File: src/rtl/bgm_pkg.sv
// Shared types and constants for the bit-granular memory-move block.
// Holds the transaction payload structs, the opcode codes and the
// controller/datapath command and status structs. Depends on nothing.
`timescale 1ns / 1ps

package bgm_pkg;

    localparam logic [1:0] OP_WRITE  = 2'd0;
    localparam logic [1:0] OP_READ   = 2'd1;
    localparam logic [1:0] OP_COPY   = 2'd2;
    localparam logic [1:0] OP_IGNORE = 2'd3;

    localparam logic [2:0] BIT_TOP  = 3'd7;

    typedef struct packed {
        logic [1:0]  opcode;
        logic [9:0]  byte_address;
        logic [7:0]  write_data;
        logic [12:0] source_bit_address;
        logic [12:0] dest_bit_address;
        logic [13:0] bit_count;
    } in_item_t;

    typedef struct packed {
        logic [7:0] read_data;
        logic       status;
    } out_item_t;

    // Commands from the controller to the datapath.
    typedef struct packed {
        logic accept;
        logic bit_rd;
        logic bit_wr;
        logic read_done;
    } bgm_cmd_t;

    // Status from the datapath to the controller.
    typedef struct packed {
        logic read_go;
        logic copy_go;
        logic last_bit;
    } bgm_stat_t;

endpackage

File: src/rtl/bgm_ctrl.sv
// Controller state machine for the bit-granular memory-move block.
// Sequences accept, byte read, per-bit copy and result hold. Uses bgm_pkg.
`timescale 1ns / 1ps

module bgm_ctrl (
    input  logic              clk,
    input  logic              rst_n,
    input  logic              in_valid,
    output logic              in_ready,
    output logic              out_valid,
    input  logic              out_ready,
    input  bgm_pkg::bgm_stat_t stat,
    output bgm_pkg::bgm_cmd_t  cmd
);
    import bgm_pkg::*;

    typedef enum logic [4:0] {
        S_IDLE    = 5'b00001,
        S_READ    = 5'b00010,
        S_COPY_RD = 5'b00100,
        S_COPY_WR = 5'b01000,
        S_DONE    = 5'b10000
    } state_t;

    state_t state_reg, state_next;

    assign in_ready  = (state_reg == S_IDLE);
    assign out_valid = (state_reg == S_DONE);

    always_comb
    begin
        cmd.accept    = in_valid && (state_reg == S_IDLE);
        cmd.bit_rd    = (state_reg == S_COPY_RD);
        cmd.bit_wr    = (state_reg == S_COPY_WR);
        cmd.read_done = (state_reg == S_READ);
    end

    always_comb
    begin
        state_next = state_reg;
        unique case (state_reg)
            S_IDLE:
            begin
                if (in_valid)
                begin
                    if (stat.read_go)
                        state_next = S_READ;
                    else if (stat.copy_go)
                        state_next = S_COPY_RD;
                    else
                        state_next = S_DONE;
                end
            end
            S_READ:    state_next = S_DONE;
            S_COPY_RD: state_next = S_COPY_WR;
            S_COPY_WR: state_next = stat.last_bit ? S_DONE : S_COPY_RD;
            S_DONE:
            begin
                if (out_ready)
                    state_next = S_IDLE;
            end
            default:   state_next = S_IDLE;
        endcase
    end

    always_ff @(posedge clk or negedge rst_n)
    begin
        if (!rst_n)
            state_reg <= S_IDLE;
        else
            state_reg <= state_next;
    end

endmodule

File: config.mk
export PLATFORM = sky130hd
export DESIGN_NAME = bgm_ctrl
export DESIGN_NICKNAME = d
export VERILOG_FILES = /design/src/rtl/bgm_pkg.sv /design/src/rtl/bgm_ctrl.sv
export SDC_FILE = /design/constraint.sdc
export NUM_CORES = 1
export LEC_CHECK = 0
export BUFFER_PORTS_ARGS = -buffer_cell sky130_fd_sc_hd__buf_2
export CAP_MARGIN = 10
export CORE_AREA = 2 2 39 41
export CTS_BUF_LIST = sky130_fd_sc_hd__clkbuf_4 sky130_fd_sc_hd__clkbuf_8
export CTS_CLUSTER_SIZE = 24
export DETAILED_ROUTE_END_ITERATION = 8
export DIE_AREA = 0 0 41 43
export PLACE_DENSITY = 0.51
export SETUP_SLACK_MARGIN = 0.05
export SYNTH_ARGS = -nofsm -noshare
export SYNTH_HDL_FRONTEND = slang
export SYNTH_SLANG_ARGS = --single-unit
File: constraint.sdc
create_clock -name clk -period 2.9 [get_ports clk]
set_input_delay 0.29 -clock clk [delete_from_list [all_inputs] [get_ports clk]]
set_output_delay 0.29 -clock clk [all_outputs]
set_load 0.005 [all_outputs]
[After elaboration in Yosys (flattened, before gate mapping)]
Index checks and enable logic that the tools add are counted.
Word-level totals
  bits in registers: 5
  latch bits: 0
  RAM bits: 0
  ROM bits: 0
  bits of input ports: 7
  output and inout bits: 6
  memories kept: 0
Cells by class
  add/sub/neg operators: 0
  $mul: 0
  divide/modulo/power cells: 0
  order comparisons: 0
  eq/ne operators: 7
  shift operators: 0
  muxes and demuxes: 6
  bitwise logic cells: 0
  reductions and logical operators: 2
Operators by type and width (count)
  two-way mux 5 bit: 5
  one-hot mux 5 bit (5 select lines): 1
  equality test 5 x 1 -> 1 bit (second input constant): 1
  equality test 5 x 2 -> 1 bit (second input constant): 1
  equality test 5 x 3 -> 1 bit (second input constant): 1
  equality test 5 x 4 -> 1 bit (second input constant): 1
  equality test 5 bit (second input constant): 1
  inequality test 2 x 1 -> 1 bit (second input constant): 1
  inequality test 2 bit (second input constant): 1
  AND reduction 2 bit: 1
  logical AND 1 bit: 1

[Logic depth before layout (Yosys ltp)]
Gate-level depths: netlist of run 1.
  depth in word-level cells: 4
  mapped depth: 6
  gate-level depth less buffers: 4

[Worst setup path before layout of run 1]
No wires, ideal clock.
  kind: flip-flop to output port
  start: reg state_reg[4]
  end: out cmd[3] in the netlist's numbering
  arrival time: 1078 ps
  data required time: 2610 ps
  slack: 1532 ps
  stages on the path, launching flop included: 5
  path buffers: 1
  cell sequence: dfrtp_1 nor2_1 and3_1 buf_2 and2_1
RTL lines
  start, declared: RTL line bgm_ctrl.sv:25  | state_t state_reg, state_next;
  start signal, assigned: RTL line bgm_ctrl.sv:71  | state_reg <= state_next;
  end, declared: RTL line bgm_ctrl.sv:13  | output bgm_pkg::bgm_cmd_t cmd

==> impl_summary.log, run 1 <==
[metrics] Async S/R FF share, synth: 100%
[metrics] non-filler cells in the finished layout: 67
[metrics] width of the die: 41 um
[metrics] clock skew after layout: 0.00240 ns
[metrics] via count of the first global-routing pass: 257
[metrics] flip-flop and latch count after synthesis: 5
[metrics] Slew headroom: 75.5%
[metrics] setup repair after global routing missed its margin: no
[metrics] proportion of layout cells with a drive suffix above 1: 39.2%
[metrics] total of endpoints with negative setup slack in the final report: 0
[metrics] result of the run: finished, final reports clean
[metrics] max-cap violation count: 0
[metrics] delay contributed by the slowest stage of the critical path: 0.40 ns
[metrics] final hold viol count: 0
[metrics] net count reported at finish: 59
[metrics] combined area of all synthesized cells: 330 um^2
[metrics] total CTS buffers: 3
[metrics] required time of the critical path: 2.61 ns
[metrics] Initial Utilization: 23.9%
[metrics] Clock Tree Buf Depth: 2
[metrics] routed via count divided by cell count: 4.66
[metrics] fin. max-slew vios: 0
[metrics] worst min-delay path class: in -> reg
[metrics] number of DRC violations after detailed routing: 0
[metrics] slew at the pin closest to its max-slew limit: 0.366 ns
[metrics] weighted congestion at the end of routability-driven global placement: 0.692
[metrics] max FFs per register: 5
[metrics] Crit Path Category: reg -> out
[metrics] Worst VDD drop: 0.237 mV
[metrics] HPWL after detailed placement: 590 um
[metrics] overall via count from detail_route: 312
[metrics] total negative setup slack: 0 ns
[metrics] biggest area consumer among synthesized cells: dfrtp_1
[metrics] number of detailed-routing iterations run before antenna repair: 4
[metrics] CP arrival: 1.49 ns
[metrics] Pleak: 0.247 nW
[metrics] final worst path period need: 1.78 ns
[metrics] Avg WL per Cell: 10.9 um
[metrics] clock insertion delay at the later pin of the skew report: 0.24 ns
[metrics] critical path peak fanout: 5
[metrics] total number of placement rows: 14
[metrics] Chip Height: 43 um
[metrics] Achievable Freq: 561 MHz
[metrics] Total Routing Usage GR: 9.63%
[metrics] initial DRC count: 7
[metrics] number of nets in the synthesized netlist: 43
[metrics] top-level port count: 13
[metrics] Antenna diodes: 0
[metrics] area growth from synthesis to final layout: 32.6%
[metrics] largest net degree at the start of global routing: 9
[metrics] Post-Synthesis Cells: 36
[metrics] count of buffers from port buffering: 12
[metrics] die area: 1760 um^2
[metrics] ranking of synthesized cells by instance count: inv_1 (5), nor2_1 (5), and3_1 (4), dfrtp_1 (4), a32oi_1 (2)
[metrics] number of enable flip-flop cells after synthesis: 0
[metrics] final instance area: 438 um^2
[metrics] sequential element share of the synthesized area: 38.3%
[metrics] nature of the critical path endpoint: primary output
[metrics] global-route wire length before repair: 1.04 mm
[metrics] average size of a mapped cell: 9.18 um^2
[metrics] Power per Cell Area: 771 nW/um^2
[metrics] CP max stage cell: dfrtp_1
[metrics] top-area cell type share of the netlist area: 30.3%
[metrics] Distinct cells, synth: 21
[metrics] CTS tree: built
[metrics] cell total after placement: 62
[metrics] final period utilization: 61.4%
[metrics] startpoint type of the worst setup path: register
[metrics] cells along the critical path: nor2_1 > and3_1 > and2_1 > buf_2
[metrics] post-placement cell area: 398 um^2
[metrics] GRT overflow: 0
[metrics] clock transition at the register clock pins on the worst setup and hold paths after CTS: 0.04 ns
[metrics] CORE AREA: 1380 um^2
[metrics] Sink Count: 5
[metrics] dominant register cell in the synthesized netlist: dfrtp_1
[metrics] number of antenna violations at the first check in global routing: 0
[metrics] Total Routed Length: 728 um
[metrics] top cells by area in the synthesized netlist: dfrtp_1 (30%), dfstp_2 (8.0%), and3_1 (7.6%)
[metrics] count of yosys warnings during synthesis: 0
[metrics] count of antenna-violating nets left after detailed routing: 0
[metrics] number of H-tree levels: 1
[metrics] Clock Root Buffer: clkbuf_4
-- layout by cell type, fill, tap and decap left out, drive strengths merged --
cell,instances
nor3,1
o22ai,1
buf,12
and3b,1
nor2,5
dlygate4sd3,1
and3,5
o21ai,1
dfstp,1
dfrtp,4
and2,1
clkbuf,4
o21a,1
mux2i,1
a211o,1
nand4b,1
a32oi,2
and4bb,1
a31oi,1
inv,5
nand2,1
-- where the power goes --
group          total [mW]  leakage [nW]  internal [mW]  switching, mW
Sequential          0.114        0.0654         0.0905         0.0239
Clock              0.0882        0.0184         0.0612         0.0270
Combinational       0.135         0.163         0.0683         0.0668
Total               0.338         0.247          0.220          0.118
-- what timing repair did --
item                      in CTS  in global routing
hold endpoints to repair       4                  0
gates resized for setup        0                  0
hold buffers                   1                  0
buffers inserted               0                  0
-- worst max-delay path, delay by kind of cell (launching register included) --
family | cells | cell delay (ns)
flops | 1 | 0.40
simple gates | 3 | 0.75
buf+inv | 1 | 0.10
-- layout make-up --
class | count | area (um^2)
well taps | 16 | 20.0
repair buffers | 13 | 70.1
flip-flops and latches | 5 | 126
fillers | 154 | 946
multi-input cells | 24 | 173
clock buffers | 4 | 30.0
inverters | 5 | 18.8
-- cells by family after synthesis --
kind of cell	count (synthesis)	synth area share, %
AND/OR/NAND/NOR	16	29.2
AO/OA/AOI/OAI	7	20.1
buffers and inverters	7	9.47
flip-flops	5	38.3
multiplexers	1	3.03
-- metal layers --
metal / wire length [um] / track usage, %
met4: 10 / 12.0
met5: 0 / 0
met3: 73 / 1.57
met1: 327 / 11.6
met2: 317 / 12.2
-- metrics by stage --
step                      total power [mW]  setup WS, ns  hold WS [ns]  utilization (%)
after global routing                 0.362          1.06         0.267             31.6
after detailed placement             0.248          1.39         0.110             28.8
after floorplan                      0.216          1.53      -0.00559                -
after CTS                            0.342          1.13         0.252             31.6
final                                0.338          1.12         0.266             31.6
after global placement               0.253          1.42         0.108             28.8
-- path summary, 6_finish.rpt --
kind                            slack [ns]  cells past startpoint          from           end
worst max-delay path                  1.12                      4  state_reg[4]        cmd[3]
worst min-delay path                  0.27                      2     out_ready  state_reg[4]
worst max register to register        1.50                      4  state_reg[0]  state_reg[4]
worst min register to register        0.67                      1  state_reg[2]  state_reg[3]
max in group asynchronous             2.30                      2         rst_n  state_reg[0]
min in group asynchronous             0.39                      2         rst_n  state_reg[4]
Power figures use the tool's default switching activity.
==> run 2, diff against run 1 <==
--- a/config.mk
+++ b/config.mk
@@ -12,7 +12,7 @@
 export CTS_CLUSTER_SIZE = 24
 export DETAILED_ROUTE_END_ITERATION = 8
 export DIE_AREA = 0 0 41 43
-export PLACE_DENSITY = 0.51
+export PLACE_DENSITY = 0.53
 export SETUP_SLACK_MARGIN = 0.05
 export SYNTH_ARGS = -nofsm -noshare
 export SYNTH_HDL_FRONTEND = slang
==> constraint.sdc (replaced) <==
create_clock -name clk -period 1.6 [get_ports clk]
set_input_delay 0.16 -clock clk [delete_from_list [all_inputs] [get_ports clk]]
set_output_delay 0.16 -clock clk [all_outputs]
set_load 0.005 [all_outputs]
==> run 2 against run 1 <==
Effect of this change: power is 87% higher; non-clock buffer count up 1; die area unchanged; clock power rose by 79%; register-to-register slack worse by 1.3 ns; design area is 2.9% higher; cell count increased by 1.5%; clock skew increased by 0.00069 ns; flip-flop and latch count is the same; sequential share of layout area down 0.52 points; critical path depth unchanged; critical endpoint unchanged.
==> impl_summary.log, run 2 (same netlist as run 1, synthesis figures left out) <==
[metrics] weighted congestion at the end of routability-driven global placement: 0.707 (+2.2%)
[metrics] Pleak: 0.250 nW (+1.4%)
[metrics] most frequent standard cell in the layout excluding fill and tap cells: buf_2
[metrics] net count reported at finish: 60 (+1.7%)
[metrics] final period utilization: 90.9%
[metrics] number of DRC violations after detailed routing: 0 (unchanged)
[metrics] proportion of layout cells with a drive suffix above 1: 46.2% (+6.9 points)
[metrics] nature of the critical path endpoint: primary output
[metrics] Slew headroom: 78.8% (+3.2 points)
[metrics] number of detailed-routing iterations run before antenna repair: 2 (-2)
[metrics] Sink Count: 5 (unchanged)
[metrics] Crit Path Category: reg -> out
[metrics] final worst path period need: 1.45 ns
[metrics] GRT overflow: 0 (unchanged)
[metrics] Worst VDD drop: 0.564 mV (+140%)
[metrics] result of the run: finished, final reports clean
[metrics] CTS tree: built
[metrics] slew at the pin closest to its max-slew limit: 0.315 ns (-0.0506 ns)
[metrics] global-route wire length before repair: 1.12 mm (+7.9%)
[metrics] fin worst setup slack: 0.146 ns (-0.972 ns)
[metrics] overall via count from detail_route: 316 (+1.3%)
[metrics] total number of placement rows: 14 (unchanged)
[metrics] fin. max-slew vios: 0 (unchanged)
[metrics] CP arrival: 1.29 ns (-0.20 ns)
[metrics] Initial Utilization: 23.9% (unchanged)
[metrics] total CTS buffers: 3 (unchanged)
[metrics] die area: 1760 um^2 (unchanged)
[metrics] area growth from synthesis to final layout: 36.4%
[metrics] count of antenna-violating nets left after detailed routing: 0 (unchanged)
[metrics] most frequent cells in the layout: buf_2 (12), inv_1 (5), nor2_1 (4), clkbuf_4 (4)
[metrics] Avg WL per Cell: 11.6 um (+6.4%)
[metrics] total negative setup slack: 0 ns (unchanged)
[metrics] Antenna diodes: 0 (unchanged)
[metrics] HPWL after detailed placement: 606 um (+2.7%)
[metrics] required time of the critical path: 1.44 ns (-1.17 ns)
[metrics] max FFs per register: 5 (unchanged)
[metrics] Power per Cell Area: 1400 nW/um^2 (+82%)
[metrics] routed via count divided by cell count: 4.65 (-0.21%)
[metrics] post-layout utilization of the core: 32.5% (+0.90 points)
[metrics] CORE AREA: 1380 um^2 (unchanged)
[metrics] top-level port count: 13 (unchanged)
[metrics] startpoint type of the worst setup path: register
[metrics] clock skew after layout: 0.00309 ns (+0.000689 ns)
[metrics] worst min-delay path class: in -> reg
[metrics] critical path peak fanout: 8 (+3)
[metrics] Total Routed Length: 786 um (+8.0%)
[metrics] count of buffers from port buffering: 12 (unchanged)
[metrics] number of antenna violations at the first check in global routing: 0 (unchanged)
[metrics] clock transition at the register clock pins on the worst setup and hold paths after CTS: 0.04 ns (about the same)
[metrics] setup repair after global routing missed its margin: no
[metrics] number of H-tree levels: 1 (unchanged)
[metrics] Total Routing Usage GR: 9.49% (-0.13 points)
[metrics] Clock Root Buffer: clkbuf_4
[metrics] Clock Tree Buf Depth: 2 (unchanged)
[metrics] max-cap violation count: 0 (unchanged)
[metrics] via count of the first global-routing pass: 294 (+14%)
[metrics] initial DRC count: 2 (-5)
[metrics] largest net degree at the start of global routing: 9 (unchanged)
[metrics] final hold viol count: 0 (unchanged)
[metrics] clock insertion delay at the later pin of the skew report: 0.24 ns (about the same)
[metrics] Achievable Freq: 688 MHz
[metrics] width of the die: 41 um (unchanged)
[metrics] worst slack after detailed placement: 0.216 ns (-1.18 ns)
[metrics] Chip Height: 43 um (unchanged)
[metrics] total of endpoints with negative setup slack in the final report: 0 (unchanged)
run 2: repair_timing:
| action | 4_1_cts | 5_1_grt |
|---|---|---|
| endpoints found under the hold margin | 5 | 0 |
| endpoints found under the setup margin | 0 | 1 |
| hold buffers | 1 | 0 |
| buffers inserted | 0 | 0 |
| gates resized for setup | 0 | 3 |
run 2: metal layers:
metal  vias to the layer above  part of all wire, %  GRT usage (%)
met2                        10                   45           13.4
met5                         -                    0              0
met1                       144                   46           11.8
met4                         0                 0.64           8.00
li1                        160                    -              -
met3                         2                  7.9           1.57
run 2: stage by stage:
| stage | hold slack, ns | power, mW | std cells | area [um^2] |
|---|---|---|---|---|
| 3_5_place_dp | -0.0193 | 0.464 | 63 | 405 |
| 5_1_grt | 0.150 | 0.682 | 68 | 450 |
| 6_report | 0.146 | 0.632 | 68 | 450 |
| 3_3_place_gp | -0.0235 | 0.465 | 63 | 405 |
| 4_1_cts | 0.139 | 0.631 | 68 | 445 |
| 2_1_floorplan | -0.136 | 0.392 | 36 | 330 |
run 2: area by class of cell:
cell class,count,area [um^2]
well taps,16,20.0
flip-flops and latches,5,128
repair buffers,14,77.6
multi-input cells,24,176
fillers,150,933
inverters,5,18.8
clock buffers,4,30.0
run 2: critical path, cell delays in order (launching register included):
cell     delay (ns)
dfrtp_1        0.48
nor2_2         0.06
and3_2         0.25
and2_1         0.16
buf_2          0.12
run 2: path summary, 6_finish.rpt:
check / startpoint / endpoint / slack (ns) / cells after the start
setup / recovery: state_reg[1] / cmd[3] / 0.15 / 4
hold / removal: out_ready / state_reg[4] / 0.15 / 2
setup reg to reg: state_reg[1] / state_reg[4] / 0.19 / 4
hold reg to reg: state_reg[2] / state_reg[3] / 0.61 / 1
max in group asynchronous: rst_n / state_reg[0] / 1.12 / 2
min in group asynchronous: rst_n / state_reg[3] / 0.27 / 2
run 2: power by group:
part | internal, mW | switching (mW)
combinational | 0.138 | 0.125
sequential | 0.165 | 0.0464
clock | 0.111 | 0.0468
==> run 3, diff against run 2 <==
--- a/config.mk
+++ b/config.mk
@@ -12,8 +12,8 @@
 export CTS_CLUSTER_SIZE = 24
 export DETAILED_ROUTE_END_ITERATION = 8
 export DIE_AREA = 0 0 41 43
-export PLACE_DENSITY = 0.53
-export SETUP_SLACK_MARGIN = 0.05
+export PLACE_DENSITY = 0.5
+export SETUP_SLACK_MARGIN = 0.3
 export SYNTH_ARGS = -nofsm -noshare
 export SYNTH_HDL_FRONTEND = slang
 export SYNTH_SLANG_ARGS = --single-unit
==> run 3 against run 2 <==
Effect of this change: register-to-register slack hardly changed; global-route usage is 3.3 points higher; first-iteration DRC count grew to 4.0 times the previous value; clock skew is 0.0012 ns lower; maximum frequency is 4.0% higher; wire length is 17% higher; power is 31% higher; highest routed layer unchanged; clock power is 3% higher; die area stayed put; non-clock buffer count is 10 higher; via count is 18% higher; core utilization is 8.1 points higher.
==> impl_summary.log, run 3 (same netlist as run 1, synthesis figures left out) <==
[metrics] Power, Total: 0.826 mW (+31%)
[metrics] Total Routing Usage GR: 12.8% (+3.3 points)
[metrics] count of antenna-violating nets left after detailed routing: 0 (unchanged)
[metrics] post-placement cell area: 405 um^2 (unchanged)
[metrics] most frequent cells in the layout: buf_4 (11), buf_2 (10), inv_1 (5)
[metrics] via count of the first global-routing pass: 324 (+10%)
[metrics] initial DRC count: 8 (+6)
[metrics] area growth from synthesis to final layout: 70.5%
[metrics] number of fill cells: 143 (-4.7%)
[metrics] Clock Root Buffer: clkbuf_4
[metrics] final instance area: 563 um^2 (+25%)
[metrics] Avg WL per Cell: 11.8 um (+1.8%)
[metrics] cells along the critical path: and3_4 > and2_4 > buf_6
[metrics] number of DRC violations after detailed routing: 0 (unchanged)
[metrics] fin. max-slew vios: 0 (unchanged)
[metrics] total of endpoints with negative setup slack in the final report: 0 (unchanged)
[metrics] worst min-delay path class: in -> reg
[metrics] Clock Tree Buf Depth: 2 (unchanged)
[metrics] top-level port count: 13 (unchanged)
[metrics] GRT overflow: 0 (unchanged)
[metrics] count of buffers from port buffering: 12 (unchanged)
[metrics] Initial Utilization: 23.9% (unchanged)
[metrics] setup repair after global routing missed its margin: yes
[metrics] multi-input gate area in the final layout: 200 um^2 (+13%)
[metrics] startpoint type of the worst setup path: register
[metrics] clock insertion delay at the later pin of the skew report: 0.24 ns (about the same)
[metrics] required time of the critical path: 1.44 ns (about the same)
[metrics] Antenna diodes: 0 (unchanged)
[metrics] final period utilization: 87.4% (-3.5 points)
[metrics] die area: 1760 um^2 (unchanged)
[metrics] global-route wire length before repair: 1.44 mm (+29%)
[metrics] max-cap violation count: 0 (unchanged)
[metrics] proportion of layout cells with a drive suffix above 1: 62.9% (+17 points)
[metrics] overall via count from detail_route: 372 (+18%)
[metrics] HPWL after detailed placement: 603 um (-0.53%)
[metrics] delay contributed by the slowest stage of the critical path: 0.58 ns (+0.10 ns)
[metrics] CP arrival: 1.24 ns (-0.05 ns)
[metrics] max FFs per register: 5 (unchanged)
[metrics] worst slack after detailed placement: 0.238 ns (+0.0218 ns)
[metrics] critical path buffer and inverter count: 1 (unchanged)
[metrics] CTS tree: built
[metrics] result of the run: finished, final reports clean
[metrics] Total Routed Length: 918 um (+17%)
[metrics] clock transition at the register clock pins on the worst setup and hold paths after CTS: 0.04 ns (about the same)
[metrics] Slew headroom: 78.8% (about the same)
[metrics] Chip Height: 43 um (unchanged)
[metrics] Top delay family on crit path: flip-flops
[metrics] most frequent standard cell in the layout excluding fill and tap cells: buf_4
[metrics] final worst path period need: 1.40 ns (-0.0558 ns)
[metrics] largest net degree at the start of global routing: 9 (unchanged)
[metrics] clock skew after layout: 0.00187 ns (-0.00121 ns)
[metrics] number of H-tree levels: 1 (unchanged)
[metrics] area of all sequential standard cells: 129 um^2 (+0.98%)
[metrics] nature of the critical path endpoint: primary output
[metrics] fin worst setup slack: 0.201 ns (+0.0558 ns)
[metrics] width of the die: 41 um (unchanged)
[metrics] Pleak: 0.311 nW (+24%)
[metrics] Worst VDD drop: 0.761 mV (+35%)
[metrics] Sink Count: 5 (unchanged)
[metrics] CP max stage cell: dfstp_2
[metrics] routed via count divided by cell count: 4.77 (+2.6%)
[metrics] critical path peak fanout: 7 (-1)
[metrics] Achievable Freq: 715 MHz (+4.0%)
[metrics] total negative setup slack: 0 ns (unchanged)
[metrics] CORE AREA: 1380 um^2 (unchanged)
[metrics] final hold viol count: 0 (unchanged)
[metrics] total number of placement rows: 14 (unchanged)
[metrics] weighted congestion at the end of routability-driven global placement: 0.720 (+1.7%)
[metrics] number of detailed-routing iterations run before antenna repair: 4 (+2)
[metrics] number of antenna violations at the first check in global routing: 0 (unchanged)
[metrics] total CTS buffers: 3 (unchanged)
[metrics] Crit Path Category: reg -> out
[metrics] net count reported at finish: 70 (+17%)
[metrics] slew at the pin closest to its max-slew limit: 0.315 ns (+0.0000591 ns)
[metrics] Power per Cell Area: 1470 nW/um^2 (+4.6%)
-- run 3: cell types whose count changed in the layout (fill, tap and decap cells not counted), sizes merged --
cell,before,now
buf,13,23
-- run 3: cell type report --
| class | instances | area share [%] |
|---|---|---|
| Clock buffer | 4 | 5.33 |
| Inverter | 5 | 3.33 |
| Multi-Input combinational cell | 24 | 35.6 |
| Sequential cell | 5 | 22.9 |
| Tap cell | 16 | 3.56 |
| Timing Repair Buffer | 24 | 29.3 |
-- run 3: routing by layer --
layer / global-route usage (%) / vias up / wire length [um]
met5: 0 / - / 0
met4: 8.00 / 0 / 10
met3: 4.71 / 2 / 67
met2: 18.1 / 14 / 481
met1: 15.7 / 173 / 358
li1: - / 183 / -
-- run 3: stage by stage --
stage               util (%)  std cells  hold WS [ns]
finish                  40.7         78         0.130
global route            40.7         78         0.123
CTS                     36.9         74         0.123
detailed placement      29.3         63       -0.0196
floorplan                  -         36        -0.136
global placement        29.3         63       -0.0221
-- run 3: path summary, 6_finish.rpt --
path / start / to / slack (ns) / cells past startpoint
max: state_reg[0] / cmd[3] / 0.20 / 3
min: out_ready / state_reg[4] / 0.13 / 2
max reg2reg: state_reg[0] / state_reg[4] / 0.20 / 5
min reg2reg: state_reg[2] / state_reg[3] / 0.61 / 1
max in group asynchronous: rst_n / state_reg[0] / 1.12 / 2
min in group asynchronous: rst_n / state_reg[1] / 0.27 / 2
-- run 3: power by group --
part           internal [mW]  total, mW  switching, mW
registers              0.166      0.210         0.0444
logic                  0.282      0.453          0.171
clock network          0.111      0.163         0.0520
-- run 3: worst register-to-register path: cells and delay by family (launching register included) --
family          cells  cell delay (ns)
buf+inv             1             0.15
simple gates        2             0.28
flops               1             0.58
compound gates      2             0.27
-- run 3: repair_timing --
item | 4_1_cts | 5_1_grt
hold buffers | 1 | 0
endpoints found under the setup margin | 9 | 9
resized for setup | 6 | 5
buffers inserted | 6 | 4
pin swaps | 3 | 2
endpoints found under the hold margin | 5 | 0
